==> config.mk <==
export PLATFORM = sky130hd
export DESIGN_NAME = i2c_master_byte_engine
export DESIGN_NICKNAME = d
export VERILOG_FILES = /design/src/design/i2cm_pkg.sv /design/src/design/i2cm_seq.sv /design/src/design/i2c_master_byte_engine.sv
export SDC_FILE = /design/constraint.sdc
export NUM_CORES = 1
export LEC_CHECK = 0
export BUFFER_PORTS_ARGS = -buffer_cell sky130_fd_sc_hd__buf_2
export CORE_MARGIN = 1.5
export CORE_UTILIZATION = 38
export DETAILED_ROUTE_END_ITERATION = 16
export PLACE_DENSITY = 0.67
export RECOVER_POWER = 100
export SLEW_MARGIN = 25
export SYNTH_ARGS = -nofsm -noshare
export SYNTH_HDL_FRONTEND = slang
export SYNTH_SLANG_ARGS = --single-unit
==> constraint.sdc <==
create_clock -name i_clk -period 5.1 [get_ports i_clk]
set_input_delay 0.255 -clock i_clk [delete_from_list [all_inputs] [get_ports i_clk]]
set_output_delay 0.255 -clock i_clk [all_outputs]
set_load 0.005 [all_outputs]
==> src/design/i2cm_pkg.sv <==
`timescale 1ns / 1ps
`default_nettype none

package i2cm_pkg;

    localparam logic [2:0] OP_START   = 3'd0;
    localparam logic [2:0] OP_RESTART = 3'd1;
    localparam logic [2:0] OP_STOP    = 3'd2;
    localparam logic [2:0] OP_WRITE   = 3'd3;
    localparam logic [2:0] OP_RD_ACK  = 3'd4;
    localparam logic [2:0] OP_RD_NACK = 3'd5;

    localparam logic [7:0] PHASE_TICKS_RST = 8'd4;

    typedef struct packed {
        logic       cmd_valid;
        logic [2:0] op;
        logic [7:0] tx_byte;
        logic       sda_in;
    } t_in_item;

    typedef struct packed {
        logic       scl;
        logic       sda_out;
        logic       busy_res;
        logic       done_res;
        logic [7:0] rx_byte;
    } t_out_item;

endpackage

`default_nettype wire

==> src/design/i2cm_seq.sv <==
`timescale 1ns / 1ps
`default_nettype none

module i2cm_seq (
    input  wire                 i_clk,
    input  wire                 i_rst_n,
    input  wire                 i_step,
    input  i2cm_pkg::t_in_item  i_item,
    input  wire  [7:0]          i_phase_ticks,
    output i2cm_pkg::t_out_item o_result
);

    localparam logic [4:0] LEN_SHORT = 5'd4;
    localparam logic [4:0] LEN_WRITE = 5'd19;
    localparam logic [4:0] LEN_RD_ACK = 5'd20;
    localparam logic [4:0] LEN_RD_NACK = 5'd19;
    localparam logic [4:0] DATA_STEPS = 5'd16;

    logic [7:0] r_pc, n_pc;
    logic [4:0] r_step, n_step;
    logic [7:0] r_sr, n_sr;
    logic [2:0] r_op, n_op;
    logic       r_scl, n_scl;
    logic       r_sda, n_sda;
    logic       r_busy, n_busy;

    logic       w_start;
    logic       w_busy;
    logic [2:0] w_op;
    logic [4:0] w_step;
    logic [4:0] w_step1;
    logic [7:0] w_pc1;
    logic [7:0] w_sr;
    logic [7:0] w_limit;
    logic [4:0] w_len;
    logic [1:0] w_lv;

    function automatic logic [4:0] seq_len(input logic [2:0] op);
        logic [4:0] len;
        unique case (op)
            i2cm_pkg::OP_START, i2cm_pkg::OP_RESTART, i2cm_pkg::OP_STOP: len = LEN_SHORT;
            i2cm_pkg::OP_WRITE:   len = LEN_WRITE;
            i2cm_pkg::OP_RD_ACK:  len = LEN_RD_ACK;
            default:              len = LEN_RD_NACK;
        endcase
        return len;
    endfunction

    // {scl, sda} for one phase of a sequence
    function automatic logic [1:0] phase_levels(
        input logic [2:0] op,
        input logic [4:0] p,
        input logic       msb,
        input logic       scl_keep,
        input logic       sda_keep
    );
        logic s_c;
        logic s_d;
        s_c = 1'b0;
        s_d = 1'b1;
        unique case (op)
            i2cm_pkg::OP_START: begin
                s_c = (p == 5'd0) ? scl_keep : (p <= 5'd2);
                s_d = (p <= 5'd1);
            end
            i2cm_pkg::OP_RESTART: begin
                s_c = (p >= 5'd2);
                s_d = (p == 5'd0) ? sda_keep : (p != 5'd3);
            end
            i2cm_pkg::OP_STOP: begin
                s_c = (p >= 5'd2);
                s_d = (p == 5'd0) ? sda_keep : (p == 5'd3);
            end
            default: begin
                if (p < DATA_STEPS) begin
                    s_c = p[0];
                    s_d = (op == i2cm_pkg::OP_WRITE) ? msb : 1'b1;
                end else begin
                    s_c = (p[1:0] == 2'd1);
                    if (op == i2cm_pkg::OP_WRITE) begin
                        s_d = 1'b0;
                    end else if (op == i2cm_pkg::OP_RD_ACK) begin
                        s_d = (p[1:0] == 2'd3);
                    end else begin
                        s_d = 1'b1;
                    end
                end
            end
        endcase
        return {s_c, s_d};
    endfunction

    always_comb begin
        w_start = !r_busy && i_item.cmd_valid && (i_item.op <= i2cm_pkg::OP_RD_NACK);
        w_busy  = r_busy || w_start;
        w_op    = w_start ? i_item.op : r_op;
        w_step  = w_start ? 5'd0 : r_step;
        w_pc1   = (w_start ? 8'd0 : r_pc) + 8'd1;
        w_sr    = r_sr;
        if (w_start) begin
            w_sr = (i_item.op == i2cm_pkg::OP_WRITE) ? i_item.tx_byte : 8'd0;
        end
        w_limit = (i_phase_ticks == 8'd0) ? 8'd1 : i_phase_ticks;
        w_step1 = w_step + 5'd1;
        w_len   = seq_len(w_op);
        w_lv    = phase_levels(w_op, w_step, w_sr[7], r_scl, r_sda);

        n_pc   = r_pc;
        n_step = r_step;
        n_sr   = r_sr;
        n_op   = r_op;
        n_scl  = r_scl;
        n_sda  = r_sda;
        n_busy = r_busy;

        o_result          = '0;
        o_result.scl      = r_scl;
        o_result.sda_out  = r_sda;

        if (w_busy) begin
            o_result.busy_res = 1'b1;
            o_result.scl      = w_lv[1];
            o_result.sda_out  = w_lv[0];
            n_scl  = w_lv[1];
            n_sda  = w_lv[0];
            n_op   = w_op;
            n_busy = 1'b1;
            n_step = w_step;
            n_sr   = w_sr;
            n_pc   = w_pc1;
            if (w_pc1 >= w_limit) begin
                n_pc = 8'd0;
                if (w_op >= i2cm_pkg::OP_WRITE && w_step < DATA_STEPS && w_step[0]) begin
                    n_sr = (w_op == i2cm_pkg::OP_WRITE) ? {w_sr[6:0], 1'b0}
                                                        : {w_sr[6:0], i_item.sda_in};
                end
                n_step = w_step1;
                if (w_step1 >= w_len) begin
                    o_result.done_res = 1'b1;
                    n_busy = 1'b0;
                    n_step = 5'd0;
                    if (w_op >= i2cm_pkg::OP_RD_ACK) begin
                        o_result.rx_byte = n_sr;
                    end
                end
            end
        end
    end

    always_ff @(posedge i_clk) begin
        if (!i_rst_n) begin
            r_pc   <= 8'd0;
            r_step <= 5'd0;
            r_sr   <= 8'd0;
            r_op   <= 3'd0;
            r_scl  <= 1'b1;
            r_sda  <= 1'b1;
            r_busy <= 1'b0;
        end else if (i_step) begin
            r_pc   <= n_pc;
            r_step <= n_step;
            r_sr   <= n_sr;
            r_op   <= n_op;
            r_scl  <= n_scl;
            r_sda  <= n_sda;
            r_busy <= n_busy;
        end
    end

endmodule

`default_nettype wire

==> src/design/i2c_master_byte_engine.sv <==
// I2C master line sequencer. Every input item is one bus tick and yields exactly one
// output item with the SCL/SDA levels to drive, busy, done and the received byte. A
// command (start, repeated start, stop, byte write, byte read with ACK or NOACK) is
// taken only when the sequencer is idle; each line phase lasts phase_ticks ticks
// (zero acts as one). One item is accepted per clock while o_in_stall is low; an item
// goes through an input register and then a result register before its result is
// offered, and a stalled result holds the input stall high in the same cycle while
// an item waits in the input register. phase_ticks resets to 4; the user writes it through
// i_cfg_we / i_cfg_wdata only while the block is idle, not enforced by the block.
`timescale 1ns / 1ps
`default_nettype none

module i2c_master_byte_engine (
    input  wire                 i_clk,
    input  wire                 i_rst_n,
    input  wire                 i_cfg_we,
    input  wire  [7:0]          i_cfg_wdata,
    input  wire                 i_in_valid,
    output logic                o_in_stall,
    input  i2cm_pkg::t_in_item  i_in_item,
    output logic                o_out_valid,
    input  wire                 i_out_stall,
    output i2cm_pkg::t_out_item o_out_item
);

    logic                r_in_vld;
    i2cm_pkg::t_in_item  r_in_item;
    logic                r_out_vld;
    i2cm_pkg::t_out_item r_out_item;
    logic [7:0]          r_phase_ticks;
    logic                w_adv;
    i2cm_pkg::t_out_item w_result;

    assign w_adv      = r_in_vld && (!r_out_vld || !i_out_stall);
    assign o_in_stall = r_in_vld && !w_adv;
    assign o_out_valid = r_out_vld;
    assign o_out_item  = r_out_item;

    i2cm_seq u_seq (
        .i_clk         (i_clk),
        .i_rst_n       (i_rst_n),
        .i_step        (w_adv),
        .i_item        (r_in_item),
        .i_phase_ticks (r_phase_ticks),
        .o_result      (w_result)
    );

    always_ff @(posedge i_clk) begin
        if (!i_rst_n) begin
            r_phase_ticks <= i2cm_pkg::PHASE_TICKS_RST;
        end else if (i_cfg_we) begin
            r_phase_ticks <= i_cfg_wdata;
        end
    end

    always_ff @(posedge i_clk) begin
        if (!i_rst_n) begin
            r_in_vld <= 1'b0;
        end else if (!o_in_stall) begin
            r_in_vld <= i_in_valid;
        end
    end

    always_ff @(posedge i_clk) begin
        if (!o_in_stall && i_in_valid) begin
            r_in_item <= i_in_item;
        end
    end

    always_ff @(posedge i_clk) begin
        if (!i_rst_n) begin
            r_out_vld <= 1'b0;
        end else if (w_adv) begin
            r_out_vld <= 1'b1;
        end else if (!i_out_stall) begin
            r_out_vld <= 1'b0;
        end
    end

    always_ff @(posedge i_clk) begin
        if (w_adv) begin
            r_out_item <= w_result;
        end
    end

endmodule

`default_nettype wire

==> impl_metrics.toml <==
[cts]
cts_hold_buf = 0
post-cts-setup-buffers = 0
cts_tree = "yes"
cts_root_buffer = "clkbuf_8"
htree_levels = 3
post_cts_resized = 0
clk_latency_ns = 0.35
cts_sinks = 62
clockBufferDepth = 2
cts_buffers = 9
cts.reportedPaths.clkPinSlew_ns = 0.07

[logic_synthesis]
synthTopCellsByCount = "nor2_1, dfxtp_1, nand2_1"
synthArstFlopShare_pct = 0
yosysMostFrequentCell = "nor2_1"
synth_warnings = 0
synthesis.area_um2 = 3462
synth.area.top_cells = "edfxtp_1, dfxtp_1, ha_1"
synth-edff-count = 25
synth_top_area_share_pct = 21.68
syn_avg_cell_area_um2 = 9.408
synthCells = 368
yosysSeqAreaShare_pct = 43.08
ys.flop_type = "dfxtp_1"
ys_types = 67
synth_seq_cells = 62
yosysTopAreaCell = "edfxtp_1"
syn-num-nets = 411

[timing]
hold_ws_ns = 0.07895
worst_slew_pin_slew_ns = 1.136
max-slew-margin-rel_pct = 24.18
rsz0062_at_grt = "no"
final.setup_skew_ns = 0.01091
period_needed_ns = 4.273
worst_slack_ns = 0.8269
setup_violations = 0
hold_violations = 0
fin_crit_sh_pct = 83.79
final-max-slew-violation-count = 0
setup_tns_ns = 0
fmax_mhz = 234.0

[detailed_routing]
wl_per_cell_um = 14.59
ant_nets = 0
route.detailed.drc = 0
via_count = 2841
first_iter_violations = 213
drt-vias-per-instance = 5.517
routed_wl_um = 7515
drt_pass1_iterations = 4

[finish]
register_area_um2 = 1491
layout.nets = 445
layout-area-overhead-vs-synth_pct = 12.87
drive_gt1_share_pct = 15.97
multi_input_area_um2 = 1795
fillers = 851
antenna_cells = 0

[global_route]
grt_pass1_wl_um = 12390
grt_antenna_before_repair = 0
overflow = 0
grtUsageTotal_pct = 15.80
grt_max_degree = 31
grt_pass1_vias = 2636

[setup_path]
worstPathMaxFanout = 18
worst_setup_path_start_kind = "register"
worst_ep_arrival_time_ns = 4.43
reg2reg_from = "r_in_item[12]"
critPathRequiredTime_ns = 5.26
cp-startpoint = "r_in_item[12]"
worstSetupEndpointType = "register"
critPathKind = "register to register"

[job]
max-cap-violations = 0

[die]
die-width_um = 98.45
initial_core_util_pct = 39.51
die_h_um = 98.45
placementRows = 34
fp.coreArea_um2 = 8763
die_area_um2 = 9692
ioPinCount = 40

[place]
preCtsSetupSlack_ns = 1.302
dp_hpwl_um = 5436
gp_congestion = 0.8029
portBuffers = 39

[min_path]
min-delay-start = "i_in_item[8]"
hp-class = "input port to register"

[pwr]
p_per_area_nw_per_um2 = 300.0
ir_drop_v = 0.0002016
leakagePower_uw = 0.001530
power_uw = 1172

[outcome]
outcome = "completed"
## through the flow
step                cell area, µm²  instances  util [%]
finish                        3908        515     44.59
global route                  3908        515     44.59
CTS                           3946        515     45.03
detailed placement            3724        499     42.49
global placement              3724        499     42.49
floorplan                     3462        368         -
## per-layer routing
metal  part of all wire [%]  wire length, µm  track usage [%]
met5                      0                0                0
met4                    2.4              177            6.934
met3                    5.1              386            2.837
met2                     44             3320            23.81
met1                     48             3630            22.23
## flip-flops by register name (all words and copies together), names as in the netlist, 3 cells and up
register,cells
u_seq.r_pc,8
o_out_item,12
r_in_item,13
r_phase_ticks,8
u_seq.r_op,3
u_seq.r_step,5
u_seq.r_sr,8
## cells by family (layout without fill, tap and decap cells)
kind of cell    after synthesis  in the layout  synth area share [%]
buf+inv                      35             74                 4.481
xor+xnor                      8              8                 2.024
mux                          14             14                 4.048
simple gates                137            137                 19.62
flops                        62             62                 43.08
compound gates               95             95                 20.60
fa+ha+maj                    17             17                 6.144
## placed cells by master, fill, tap and decap left out, types with 3 or more instances in the layout
cell type / instances
a211oi_1: 4
a21oi_1: 22
a22o_1: 4
a22oi_1: 10
a31o_2: 4
and3_1: 6
buf_2: 30
clkbuf_1: 12
clkbuf_8: 10
dfxtp_1: 37
edfxtp_1: 25
ha_1: 17
inv_1: 14
mux2i_1: 14
nand2_1: 33
nand2b_1: 4
nand3_1: 16
nor2_1: 43
nor2b_1: 7
nor3_1: 6
nor4_1: 4
o2111ai_1: 6
o21a_1: 4
o21ai_0: 12
or3_1: 3
xnor2_1: 5
xor2_1: 3
## path summary, 6_finish.rpt
kind / end / slack [ns] / cells after the start
max: o_out_item[7] / 0.83 / 15
min: r_in_item[8] / 0.08 / 1
max reg2reg: o_out_item[7] / 0.83 / 15
min reg2reg: u_seq.r_pc[7] / 0.47 / 2
## critical path: stages, from the launching register on
cell and delay, ns:
edfxtp_1 0.46, nor2b_1 0.23, nand2_1 0.13, clkbuf_1 0.62
nand2_1 0.22, inv_1 0.13, ha_1 0.33, nand3_1 0.13
xor2_1 0.16, nor2_1 0.08, ha_1 0.33, a21boi_2 0.19
a221oi_2 0.09, or2_1 0.28, or3_1 0.46, a211oi_1 0.25
## power by group
group	switching [µW]	internal, µW	leakage [µW]	total, µW
sequential	14.3	537	0.000543	551
combinational	82.7	52.7	0.000875	135
clock	196	290	0.000112	486
## area by class of cell
| cell class | instances | area share [%] |
|---|---|---|
| clock buffers | 11 | 3.618 |
| clock inverters | 5 | 2.081 |
| inverters | 15 | 1.441 |
| multi-input cells | 271 | 45.95 |
| flip-flops and latches | 62 | 38.17 |
| well taps | 108 | 3.458 |
| repair buffers | 43 | 5.283 |
(Power assumes the default switching activity.)
